## src/sv/gss_pkg.sv

```systemverilog
// Shared types, constants and op codes for the Gillespie speciation step.
// No dependencies.
`default_nettype none
package gss_pkg;

    localparam int NUM_POPS_DEF   = 8;
    localparam int COUNT_BITS_DEF = 16;

    localparam logic [18:0] ABUND_MAX  = 19'h7FFFF;
    localparam logic [31:0] WAIT_RESET = 32'h0001_0000;
    localparam logic [31:0] IMM_RESET  = 32'h0001_0000;

    // register indexes (byte address = 4 * index)
    localparam logic [2:0] REG_BIRTH = 3'd0;
    localparam logic [2:0] REG_DEATH = 3'd1;
    localparam logic [2:0] REG_EMIG  = 3'd2;
    localparam logic [2:0] REG_SPEC  = 3'd3;
    localparam logic [2:0] REG_IMM   = 3'd4;
    localparam logic [2:0] REG_WAIT  = 3'd5;
    localparam logic [2:0] REG_SETB  = 3'd6;
    localparam logic [2:0] REG_SCALE = 3'd7;

    // event kinds
    localparam logic [2:0] KIND_EMIG  = 3'd0;
    localparam logic [2:0] KIND_BIRTH = 3'd1;
    localparam logic [2:0] KIND_DEATH = 3'd2;
    localparam logic [2:0] KIND_SPEC  = 3'd3;
    localparam logic [2:0] KIND_IMM   = 3'd4;

    // datapath ops
    localparam logic [4:0] OP_NONE      = 5'd0;
    localparam logic [4:0] OP_LOAD      = 5'd1;
    localparam logic [4:0] OP_RESTART   = 5'd2;
    localparam logic [4:0] OP_HALTED    = 5'd3;
    localparam logic [4:0] OP_WALK_INIT = 5'd4;
    localparam logic [4:0] OP_WALK      = 5'd5;
    localparam logic [4:0] OP_ZERO_SOJ  = 5'd6;
    localparam logic [4:0] OP_TGT0      = 5'd7;
    localparam logic [4:0] OP_TGT1      = 5'd8;
    localparam logic [4:0] OP_TGT2      = 5'd9;
    localparam logic [4:0] OP_DIV_SOJ   = 5'd10;
    localparam logic [4:0] OP_DIV_SETB  = 5'd11;
    localparam logic [4:0] OP_DIV       = 5'd12;
    localparam logic [4:0] OP_ADV       = 5'd13;
    localparam logic [4:0] OP_EVT       = 5'd14;
    localparam logic [4:0] OP_SETB      = 5'd15;
    localparam logic [4:0] OP_FIN       = 5'd16;
    localparam logic [4:0] OP_SUM_INIT  = 5'd17;
    localparam logic [4:0] OP_SUM       = 5'd18;
    localparam logic [4:0] OP_OUT       = 5'd19;

    typedef struct packed {
        logic        command;
        logic [31:0] event_draw;
        logic [31:0] exp_draw;
        logic [2:0]  target_draw;
    } t_in_item;

    typedef struct packed {
        logic [18:0] total_abundance;
        logic [31:0] sojourn_time;
        logic [2:0]  event_kind;
        logic [2:0]  event_population;
        logic        full_speciation;
        logic        ignored;
    } t_out_item;

    typedef struct packed {
        logic [31:0] birth_rate;
        logic [31:0] death_rate;
        logic [31:0] emigration_rate;
        logic [31:0] speciation_rate;
        logic [31:0] immigration_rate;
        logic [31:0] initial_wait;
        logic [31:0] setback;
        logic        setback_by_count;
    } t_cfg;

    typedef struct packed {
        logic [4:0] op;
        logic       sel_mode;
    } t_dp_cmd;

    typedef struct packed {
        logic restart;
        logic halted;
        logic walk_done;
        logic tot_zero;
        logic div_done;
        logic need_sdiv;
        logic sum_done;
        logic out_free;
    } t_dp_sts;

endpackage
`default_nettype wire

```

## src/sv/gss_ctrl.sv

```systemverilog
// Sequencer for the Gillespie speciation step: walks the datapath through one event.
// Depends on gss_pkg.
`default_nettype none
module gss_ctrl (
    input  logic             i_clk,
    input  logic             i_rst_n,
    input  logic             i_in_valid,
    output logic             o_in_stall,
    input  gss_pkg::t_dp_sts i_sts,
    output gss_pkg::t_dp_cmd o_cmd
);
    import gss_pkg::*;

    localparam logic [4:0] S_IDLE   = 5'd0;
    localparam logic [4:0] S_DECIDE = 5'd1;
    localparam logic [4:0] S_TOT    = 5'd2;
    localparam logic [4:0] S_TZ     = 5'd3;
    localparam logic [4:0] S_TGT1   = 5'd4;
    localparam logic [4:0] S_TGT2   = 5'd5;
    localparam logic [4:0] S_SELI   = 5'd6;
    localparam logic [4:0] S_SEL    = 5'd7;
    localparam logic [4:0] S_DIVI   = 5'd8;
    localparam logic [4:0] S_DIV    = 5'd9;
    localparam logic [4:0] S_ADV    = 5'd10;
    localparam logic [4:0] S_EVT    = 5'd11;
    localparam logic [4:0] S_CHK    = 5'd12;
    localparam logic [4:0] S_SDIV   = 5'd13;
    localparam logic [4:0] S_SETB   = 5'd14;
    localparam logic [4:0] S_FIN    = 5'd15;
    localparam logic [4:0] S_SUMI   = 5'd16;
    localparam logic [4:0] S_SUM    = 5'd17;
    localparam logic [4:0] S_OUT    = 5'd18;

    logic [4:0] r_state, n_state;

    assign o_in_stall = (r_state != S_IDLE);

    always_comb begin
        n_state        = r_state;
        o_cmd.op       = OP_NONE;
        o_cmd.sel_mode = 1'b0;
        unique case (r_state)
            S_IDLE: begin
                if (i_in_valid) begin
                    o_cmd.op = OP_LOAD;
                    n_state  = S_DECIDE;
                end
            end
            S_DECIDE: begin
                if (i_sts.restart) begin
                    o_cmd.op = OP_RESTART;
                    n_state  = S_SUMI;
                end else if (i_sts.halted) begin
                    o_cmd.op = OP_HALTED;
                    n_state  = S_SUMI;
                end else begin
                    o_cmd.op = OP_WALK_INIT;
                    n_state  = S_TOT;
                end
            end
            S_TOT: begin
                o_cmd.op = OP_WALK;
                if (i_sts.walk_done) n_state = S_TZ;
            end
            S_TZ: begin
                if (i_sts.tot_zero) begin
                    o_cmd.op = OP_ZERO_SOJ;
                    n_state  = S_ADV;
                end else begin
                    o_cmd.op = OP_TGT0;
                    n_state  = S_TGT1;
                end
            end
            S_TGT1: begin
                o_cmd.op = OP_TGT1;
                n_state  = S_TGT2;
            end
            S_TGT2: begin
                o_cmd.op = OP_TGT2;
                n_state  = S_SELI;
            end
            S_SELI: begin
                o_cmd.op       = OP_WALK_INIT;
                o_cmd.sel_mode = 1'b1;
                n_state        = S_SEL;
            end
            S_SEL: begin
                o_cmd.op = OP_WALK;
                if (i_sts.walk_done) n_state = S_DIVI;
            end
            S_DIVI: begin
                o_cmd.op = OP_DIV_SOJ;
                n_state  = S_DIV;
            end
            S_DIV: begin
                o_cmd.op = OP_DIV;
                if (i_sts.div_done) n_state = S_ADV;
            end
            S_ADV: begin
                o_cmd.op = OP_ADV;
                n_state  = S_EVT;
            end
            S_EVT: begin
                o_cmd.op = OP_EVT;
                n_state  = S_CHK;
            end
            S_CHK: begin
                if (i_sts.need_sdiv) begin
                    o_cmd.op = OP_DIV_SETB;
                    n_state  = S_SDIV;
                end else begin
                    n_state  = S_SETB;
                end
            end
            S_SDIV: begin
                o_cmd.op = OP_DIV;
                if (i_sts.div_done) n_state = S_SETB;
            end
            S_SETB: begin
                o_cmd.op = OP_SETB;
                n_state  = S_FIN;
            end
            S_FIN: begin
                o_cmd.op = OP_FIN;
                n_state  = S_SUMI;
            end
            S_SUMI: begin
                o_cmd.op = OP_SUM_INIT;
                n_state  = S_SUM;
            end
            S_SUM: begin
                o_cmd.op = OP_SUM;
                if (i_sts.sum_done) n_state = S_OUT;
            end
            S_OUT: begin
                if (i_sts.out_free) begin
                    o_cmd.op = OP_OUT;
                    n_state  = S_IDLE;
                end
            end
            default: n_state = S_IDLE;
        endcase
    end

    always_ff @(posedge i_clk) begin
        if (!i_rst_n) begin
            r_state <= S_IDLE;
        end else begin
            r_state <= n_state;
        end
    end

endmodule
`default_nettype wire

```

## config.mk

```make
export PLATFORM = sky130hd
export DESIGN_NAME = gss_ctrl
export DESIGN_NICKNAME = d
export VERILOG_FILES = /design/src/sv/gss_pkg.sv /design/src/sv/gss_ctrl.sv
export SDC_FILE = /design/constraint.sdc
export NUM_CORES = 1
export LEC_CHECK = 0
export ABC_CLOCK_PERIOD_IN_PS = 3500
export BUFFER_PORTS_ARGS = -buffer_cell sky130_fd_sc_hd__buf_4
export CAP_MARGIN = 0
export CORE_AREA = 2 2 39 41
export CTS_CLUSTER_DIAMETER = 50
export CTS_CLUSTER_SIZE = 12
export DETAILED_ROUTE_END_ITERATION = 8
export DIE_AREA = 0 0 41 43
export PLACE_DENSITY_LB_ADDON = 0.15
export RECOVER_POWER = 25
export SYNTH_ARGS = -nofsm -noshare
export SYNTH_HDL_FRONTEND = slang
export SYNTH_SLANG_ARGS = --single-unit
```

## constraint.sdc

```tcl
create_clock -name i_clk -period 3.5 [get_ports i_clk]
set_clock_uncertainty 0.15 [all_clocks]
set_input_delay 0.35 -clock i_clk [delete_from_list [all_inputs] [get_ports i_clk]]
set_output_delay 0.35 -clock i_clk [all_outputs]
set_load 0.005 [all_outputs]
```

==> results of run 1 <==
area by class of cell:
cell class,instances,share of cell area [%]
Timing Repair Buffer,17,16.09
Inverter,5,2.681
Clock buffer,4,3.312
Multi-Input combinational cell,84,62.78
Sequential cell,5,12.62
Tap cell,16,2.524
routing by layer:
| metal | wire length (um) | part of all wire, % | up-vias | track usage (%) |
|---|---|---|---|---|
| li1 | - | - | 401 | - |
| met1 | 826 | 47 | 349 | 31.95 |
| met2 | 813 | 46 | 30 | 30.00 |
| met3 | 119 | 6.7 | 2 | 4.712 |
| met4 | 8 | 0.45 | 0 | 4.667 |
| met5 | 0 | 0 | - | 0 |
final timing paths:
path,end,slack [ns],depth (start not counted)
setup / recovery,o_cmd[2],1.10,6
hold / removal,r_state[1]$_SDFFE_PN0P_,0.25,2
setup reg to reg,r_state[1]$_SDFFE_PN0P_,1.38,5
hold reg to reg,r_state[0]$_SDFFE_PN0P_,0.58,2
cells in the final DEF, fill, tap and decap left out, types with 3 or more instances in the layout:
| cell | n |
|---|---|
| a21oi_1 | 4 |
| nand2_1 | 13 |
| o21ai_0 | 12 |
| clkbuf_4 | 4 |
| nor2b_1 | 5 |
| inv_1 | 4 |
| dfxtp_1 | 5 |
| a211oi_1 | 3 |
| nor2_1 | 10 |
| nor3_1 | 4 |
| buf_4 | 16 |
| nand3_1 | 3 |
| nor4_1 | 3 |
power groups by stage:
stage	Sequential [mW]	Combinational, mW	Clock [mW]
floorplan	0.0806	0.276	0
global placement	0.154	0.292	0
detailed placement	0.151	0.292	0
CTS	0.151	0.294	0.0700
global route	0.159	0.322	0.0741
finish	0.152	0.291	0.0666
kinds of logic after synthesis:
logic type	Yosys count	synth area share, %
flops	5	14.63
simple gates	46	34.92
compound gates	35	34.01
mux	2	2.925
xor+xnor	1	1.280
buf+inv	15	12.25
stage by stage:
stage | total power [mW] | util (%) | cell area [sq um] | hold slack (ns) | setup WS [ns]
finish | 0.5099 | 57.32 | 793.3 | 0.2465 | 1.096
floorplan | 0.3564 | - | 684.4 | 0.3329 | 1.802
global placement | 0.4456 | 55.61 | 769.5 | 0.4849 | 1.354
detailed placement | 0.4433 | 55.61 | 769.5 | 0.4924 | 1.384
global route | 0.5553 | 57.32 | 793.3 | 0.2505 | 0.9270
CTS | 0.5147 | 57.50 | 795.8 | 0.2365 | 1.094
==> run metrics, run 1 <==
Avg Cell Area, Syn 6.581 sq um; CP Cell Sequence nor3b_1 > and2_1 > o21ai_1 > a21oi_1 > o21bai_1 > buf_4; I/O Buffers 17; syn nets 115; CP Capture Type output pin; Reg with most FFs r_state; Ports 18; max reg flops 5; Worst Path Max Fanout 18; combinational power share 57.1%; CP max stage cell dfxtp_1; CP peak stage delay 0.69 ns; startpoint types flip-flop; wire per inst 13.50 um; Initial Utilization 49.46%; vias 782; Syn Inst Count 104; CP required 3.00 ns; Overflow after GRT 0; share of cells above drive strength 1 20.00%; Final HPWL DP 1260 um; fmax 416.0 MHz; Internal 0.2732 mW; # DRC 0; Worst Max-Slew Pin Slew 0.6486 ns; P_leak 0.3057 nW; final-report max-slew violation count 0; Flop pwr share 29.9%; number of post-CTS setup repair buffers 0; Multi-input gate area 498.0 sq um; P&R area growth vs syn 15.91%; Setup CP Type reg2out; HP Start i_rst_n; Net Sw Frac 46.41%; Post-Layout Cell Count 131; Max-Cap Viols 0; Final min period 2.404 ns; EDFF count, synth 0; largest registers r_state (5); RSZ-0062 raised after global routing no; Root Buffer Master clkbuf_4; dpl cells 127; Synth warnings 0; Die Width 41 um; synth top area cells dfxtp_1, o21ai_0, nand2_1; H-tree depth 1; Clock Sink Count 5; count leader, synth nand2_1; Pre-antenna DRT Iters 4; Final #Nets 127; Diodes inserted 0; setup tns final 0 ns; Post-CTS Hold Fix Bufs 0; DRT iter0 DRCs 19; Hold/Removal Path Class in2reg; sequential cell area 100.1 sq um; post_cts resized 0; Max VDD drop 378.2 uV; Reg clk slew, reported paths 0.04 ns; cts bufs inserted 3; r2r startpoint r_state[0]$_SDFFE_PN0P_; Clock power frac 13.1%; Post-Syn Area 684.4 sq um; leading area contributor after synthesis dfxtp_1; NetSw 0.2366 mW; routability cong. 0.8520; Finish-stage setup viols 0; top-area cell type share of the netlist area 14.63%; critical path arrival 1.90 ns; CTS tree yes; drt via density 5.969; register area share after synthesis 14.63%; Slew HR 56.70%; top_reg_cell synth dfxtp_1; Final Cycle Share 68.68%; clock insertion delay at the later pin of the skew report 0.24 ns; source of the critical timing path r_state[4]$_SDFFE_PN0P_; initial antenna violation count 0; largest net degree at the start of global routing 23; status completed; vias in the first global route 605; # rows 14; Post-Route WL 1768 um; Max Buffers Root-to-Sink 2; height of the chip 43 um; first-pass GRT wire length 2691 um; PD cells 642.7 mW/mm^2; number of fill cells 140; core area 0.001384 sq mm; Final Hold Fails 0; Synth Register Bits 5; Tot GR Track Use 21.24%; most frequent cells after synthesis nand2_1, o21ai_0, nor2_1; Final ANT Viol Nets 0; Buf/Inv on CP 1; Die ar. 0.001763 sq mm; Worst path top cell family by delay flip-flops; Post-synth ARST share 0%; Cell variety after synth 41
(Power assumes the default switching activity.)
==> run 2, diff against run 1 <==
- ABC_CLOCK_PERIOD_IN_PS: 3500 -> 2400
- CORE_AREA: 2 2 39 41 -> 2 2 40 42
- DIE_AREA: 0 0 41 43 -> 0 0 42 44
- clock period: 3.5 -> 2.4 ns (I/O delays scaled with it)
==> run 2 against run 1 <==
Effect of this change: sequential cell count did not move; first-iteration DRC count rose by 84%; count of clock-buffer cells in the layout did not move; global-route usage rose by 1.1 points; routed wire length rose by 6.2%; critical endpoint unchanged; hold slack got worse by 0.12 ns; clock power rose by 50%; combinational power rose by 68%; via count rose by 4.2%; die area rose by 4.8%; final cell count rose by 3.1%; sequential share of layout area fell by 0.46 points.
==> run metrics, run 2 (synthesis gave the netlist of run 1 again) <==
# rows 14 (unchanged); R2R setup slack 0.46 ns (was 1.38 ns); P_leak 0.3269 nW (was 0.3057 nW); RSZ-0062 raised after global routing no (unchanged); Pre-antenna DRT Iters 4 (unchanged); Multi-input gate area 498.0 sq um (unchanged); Slew HR 56.59% (was 56.70%); Max Buffers Root-to-Sink 2 (unchanged); Finish-stage setup viols 0 (unchanged); critical path arrival 1.79 ns (was 1.90 ns); Max-Cap Viols 0 (unchanged); CP max stage cell dfxtp_1 (unchanged); Diodes inserted 0 (unchanged); Overflow after GRT 0 (unchanged); Hold/Removal Path Class in2reg (unchanged); vias 815 (was 782); vias in the first global route 692 (was 605); Initial Utilization 48.24% (was 49.46%); Worst Max-Slew Pin Slew 0.6503 ns (was 0.6486 ns); status completed (unchanged); first-pass GRT wire length 3125 um (was 2691 um); fmax 459.6 MHz; Final Cycle Share 90.67%; Buf/Inv on CP 1 (unchanged); largest registers r_state (5) (unchanged); Final min period 2.176 ns; CTS tree yes (unchanged); CP Capture Type output pin (unchanged); Max VDD drop 642.5 uV (was 378.2 uV); number of fill cells 141 (was 140); most frequent cells in the layout buf_4, nand2_1, o21ai_0, nor2_1 (unchanged); Final ANT Viol Nets 0 (unchanged); final-report max-slew violation count 0 (unchanged); height of the chip 44 um (was 43 um); H-tree depth 1 (unchanged); DRT iter0 DRCs 35 (was 19); # DRC 0 (unchanged); largest net degree at the start of global routing 23 (unchanged); max reg flops 5 (unchanged); Die Width 42 um (was 41 um); Setup CP Type reg2out (unchanged); initial antenna violation count 0 (unchanged); Root Buffer Master clkbuf_4 (unchanged); share of cells above drive strength 1 22.69% (was 20.00%); core area 0.001419 sq mm (was 0.001384 sq mm); post_cts resized 0 (unchanged); Reg with most FFs r_state (unchanged); I/O Buffers 17 (unchanged); setup tns final 0 ns (unchanged); Final HPWL DP 1384 um (was 1260 um); commonest non-fill, non-tap cell in the layout buf_4 (unchanged); Die ar. 0.001848 sq mm (was 0.001763 sq mm); Reg clk slew, reported paths 0.04 ns (about the same); Final Hold Fails 0 (unchanged); Ports 18 (unchanged); CP required 2.01 ns (was 3.00 ns); CP Cell Sequence nor3b_1 > and2_1 > o21ai_1 > a21oi_1 > o21bai_1 > buf_4 (unchanged); routability cong. 0.8353 (was 0.8520); P&R area growth vs syn 20.29% (was 15.91%); Tot GR Track Use 22.31% (was 21.24%); Final WS setup 0.2240 ns (was 1.096 ns); CP peak stage delay 0.50 ns (was 0.69 ns); sequential cell area 100.1 sq um (unchanged); PD cells 944.6 mW/mm^2 (was 642.7 mW/mm^2); Post-CTS Hold Fix Bufs 0 (unchanged); number of post-CTS setup repair buffers 0 (unchanged); Post-Route WL 1877 um (was 1768 um); clock insertion delay at the later pin of the skew report 0.25 ns (was 0.24 ns); Final #Nets 131 (was 127); dpl ws 0.4990 ns (was 1.384 ns); cts bufs inserted 3 (unchanged); Worst Path Max Fanout 9 (was 18); wire per inst 13.90 um (was 13.50 um); Clock Sink Count 5 (unchanged); drt via density 6.037 (was 5.969); startpoint types flip-flop (unchanged); Worst path top cell family by delay flip-flops (unchanged)
-- run 2: final timing paths --
path                      startpoint                      end  cells past startpoint
max          r_state[4]$_SDFFE_PN0P_                 o_cmd[2]                      6
max reg2reg  r_state[0]$_SDFFE_PN0P_  r_state[1]$_SDFFE_PN0P_                      5
min reg2reg  r_state[4]$_SDFFE_PN0P_  r_state[4]$_SDFFE_PN0P_                      2
min                          i_rst_n  r_state[1]$_SDFFE_PN0P_                      2
-- run 2: layout make-up --
type / instances / share of cell area (%)
Multi-Input combinational cell: 84 / 60.49
Timing Repair Buffer: 21 / 19.15
Sequential cell: 5 / 12.16
Clock buffer: 4 / 3.191
Inverter: 5 / 2.584
Tap cell: 16 / 2.432
-- run 2: metal layers --
metal / vias up / share of wire [%] / GRT usage, %
met1: 372 / 48 / 31.59
met3: 5 / 4.7 / 1.667
met4: 0 / 1.6 / 12.26
li1: 410 / - / -
met5: - / 0 / 0
met2: 28 / 45 / 33.44
-- run 2: per-stage QoR --
stage | std cells | util, % | cell area (sq um) | power, mW | hold slack [ns]
3_5_place_dp | 131 | 56.35 | 799.5 | 0.6725 | 0.3784
2_1_floorplan | 104 | - | 684.4 | 0.5197 | 0.2229
5_1_grt | 135 | 58.02 | 823.3 | 0.8364 | 0.1521
3_3_place_gp | 131 | 56.35 | 799.5 | 0.6709 | 0.3773
6_report | 135 | 58.02 | 823.3 | 0.7777 | 0.1302
4_1_cts | 135 | 58.20 | 825.8 | 0.7753 | 0.1287
-- run 2: where the power goes --
| group | total (mW) | internal, mW | switching, mW | leakage, nW |
|---|---|---|---|---|
| clock | 0.0996 | 0.0630 | 0.0366 | 0.0150 |
| combinational | 0.488 | 0.249 | 0.239 | 0.271 |
| sequential | 0.190 | 0.107 | 0.0829 | 0.0408 |
| total | 0.778 | 0.419 | 0.358 | 0.327 |
-- run 2: worst reg2reg max path, stage by stage (launching register included) --
cell and delay, ns:
dfxtp_1 0.58, nand2_1 0.18, or4_1 0.43, o221a_1 0.14, and3_1 0.16, a22o_1 0.19
==> run 3, diff against run 2 <==
- CORE_AREA: 2 2 40 42 -> 10 10 48 50
- DIE_AREA: 0 0 42 44 -> 0 0 58 60
==> run 3 against run 2 <==
Effect of this change: die area grew 88%; sequential cell count unchanged; power fell by 0.78%; combinational power hardly changed; global-route usage is 11 points lower; largest power group unchanged.
==> run metrics, run 3 (synthesis gave the netlist of run 1 again) <==
status completed (unchanged); Tot GR Track Use 11.77% (was 22.31%); routability cong. 0.8856 (was 0.8353); Ports 18 (unchanged); share of cells above drive strength 1 22.69% (unchanged); vias in the first global route 736 (was 692); Slew HR 56.77% (was 56.59%); Diodes inserted 0 (unchanged); wire per inst 14.86 um (was 13.90 um); Post-Layout Cell Count 135 (unchanged); drt via density 6.030 (was 6.037); commonest non-fill, non-tap cell in the layout buf_4 (unchanged); Worst Max-Slew Pin Slew 0.6476 ns (was 0.6503 ns); Die ar. 0.003480 sq mm (was 0.001848 sq mm); H-tree depth 1 (unchanged); dpl cells 131 (unchanged); Area after DPL 799.5 sq um (unchanged); Setup CP Type reg2out (unchanged); CTS tree yes (unchanged); dpl ws 0.4842 ns (was 0.4990 ns); post_cts resized 0 (unchanged); Final Cycle Share 92.27% (was 90.67%); P_leak 0.3244 nW (was 0.3269 nW); largest net degree at the start of global routing 23 (unchanged); DRT iter0 DRCs 26 (was 35); final-report max-slew violation count 0 (unchanged); Reg with most FFs r_state (unchanged); PD cells 938.7 mW/mm^2 (was 944.6 mW/mm^2); Worst Path Max Fanout 10 (was 9); Pre-antenna DRT Iters 4 (unchanged); Post-Route WL 2006 um (was 1877 um); HP Start i_rst_n (unchanged); Max-Cap Viols 0 (unchanged); CP required 2.01 ns (about the same); most frequent cells in the layout buf_4, nand2_1, o21ai_0, nor2_1 (unchanged); Final ANT Viol Nets 0 (unchanged); critical path arrival 1.82 ns (was 1.79 ns); height of the chip 60 um (was 44 um); Post-CTS Hold Fix Bufs 0 (unchanged); I/O Buffers 17 (unchanged); fmax 451.6 MHz (was 459.6 MHz); Max Buffers Root-to-Sink 2 (unchanged); Hold/Removal Path Class in2reg (unchanged); number of post-CTS setup repair buffers 0 (unchanged); Die Width 58 um (was 42 um); Final WS setup 0.1856 ns (was 0.2240 ns); worst r2r dst r_state[4]$_SDFFE_PN0P_ (was r_state[1]$_SDFFE_PN0P_); Final HPWL DP 1470 um (was 1384 um); # DRC 0 (unchanged); P&R area growth vs syn 20.11% (was 20.29%); Root Buffer Master clkbuf_4 (unchanged); CP Capture Type output pin (unchanged); Hold Path Depth 2 (unchanged); core area 0.001436 sq mm (was 0.001419 sq mm); r2r startpoint r_state[3]$_SDFFE_PN0P_ (was r_state[0]$_SDFFE_PN0P_); Final #Nets 131 (unchanged); Tot Pwr 0.7716 mW (was 0.7777 mW); cts bufs inserted 3 (unchanged); Final min period 2.214 ns (was 2.176 ns); Initial Utilization 47.65% (was 48.24%); first-pass GRT wire length 3339 um (was 3125 um); Max VDD drop 406.3 uV (was 642.5 uV); max reg flops 5 (unchanged); clock insertion delay at the later pin of the skew report 0.26 ns (was 0.25 ns); Final Hold Fails 0 (unchanged); Clock Sink Count 5 (unchanged); startpoint types flip-flop (unchanged); Finish-stage setup viols 0 (unchanged); Hold Path End r_state[1]$_SDFFE_PN0P_ (unchanged); Reg clk slew, reported paths 0.05 ns (was 0.04 ns); setup tns final 0 ns (unchanged); vias 814 (was 815); initial antenna violation count 0 (unchanged); post-route cell area 822.0 sq um (was 823.3 sq um); reg2reg path depth 6 (was 5); Overflow after GRT 0 (unchanged); R2R setup slack 0.46 ns (about the same); RSZ-0062 raised after global routing no (unchanged); # rows 14 (unchanged); final core utilization 57.23% (was 58.02%); largest registers r_state (5) (unchanged); Hold Slack 0.1073 ns (was 0.1302 ns); number of fill cells 151 (was 141)
[run 3: cell count changes in the layout (fill, tap and decap cells not counted)]
cell	previous run	this run
nand2_1	13	12
nand2_2	0	1
clkbuf_1	1	2
clkbuf_4	4	3
[run 3: area by class of cell]
type	count	area (sq um)	share of cell area (%)
clock buffer	4	26.28	3.196
inverter	5	21.27	2.588
multi-input combinational	84	500.5	60.88
sequential	5	100.1	12.18
tap	16	20.02	2.435
timing repair buffer	21	153.9	18.72
[run 3: metal layers]
layer / track usage, % / share of wire (%) / wire length, um
met1: 15.28 / 45 / 898
met2: 17.64 / 45 / 897
met3: 2.119 / 9.1 / 182
met4: 6.711 / 1.3 / 27
met5: 0 / 0 / 0
[run 3: worst max-delay path, stage by stage, from the launching register on]
cell	delay (ns)
dfxtp_1	0.60
nand2_1	0.19
nor2_1	0.17
o21ai_1	0.10
a21oi_1	0.24
o21bai_1	0.14
buf_4	0.12
[run 3: how the worst max path moves through the flow]
stage	cells past startpoint	start	end	slack, ns
3_3_place_gp	6	r_state[2]$_SDFFE_PN0P_	o_cmd[2]	0.46
2_1_floorplan	5	r_state[4]$_SDFFE_PN0P_	r_state[1]$_SDFFE_PN0P_	0.78
5_1_grt	6	r_state[3]$_SDFFE_PN0P_	o_cmd[1]	0.04
3_5_place_dp	6	r_state[3]$_SDFFE_PN0P_	o_cmd[1]	0.48
4_1_cts	6	r_state[2]$_SDFFE_PN0P_	o_cmd[1]	0.19
6_report	6	r_state[2]$_SDFFE_PN0P_	o_cmd[2]	0.19
[run 3: where the power goes]
group	total [mW]	internal [mW]	leakage, nW	switching (mW)
Combinational	0.488	0.240	0.269	0.248
Sequential	0.176	0.107	0.0408	0.0694
Clock	0.108	0.0635	0.0150	0.0442
Total	0.772	0.410	0.324	0.361
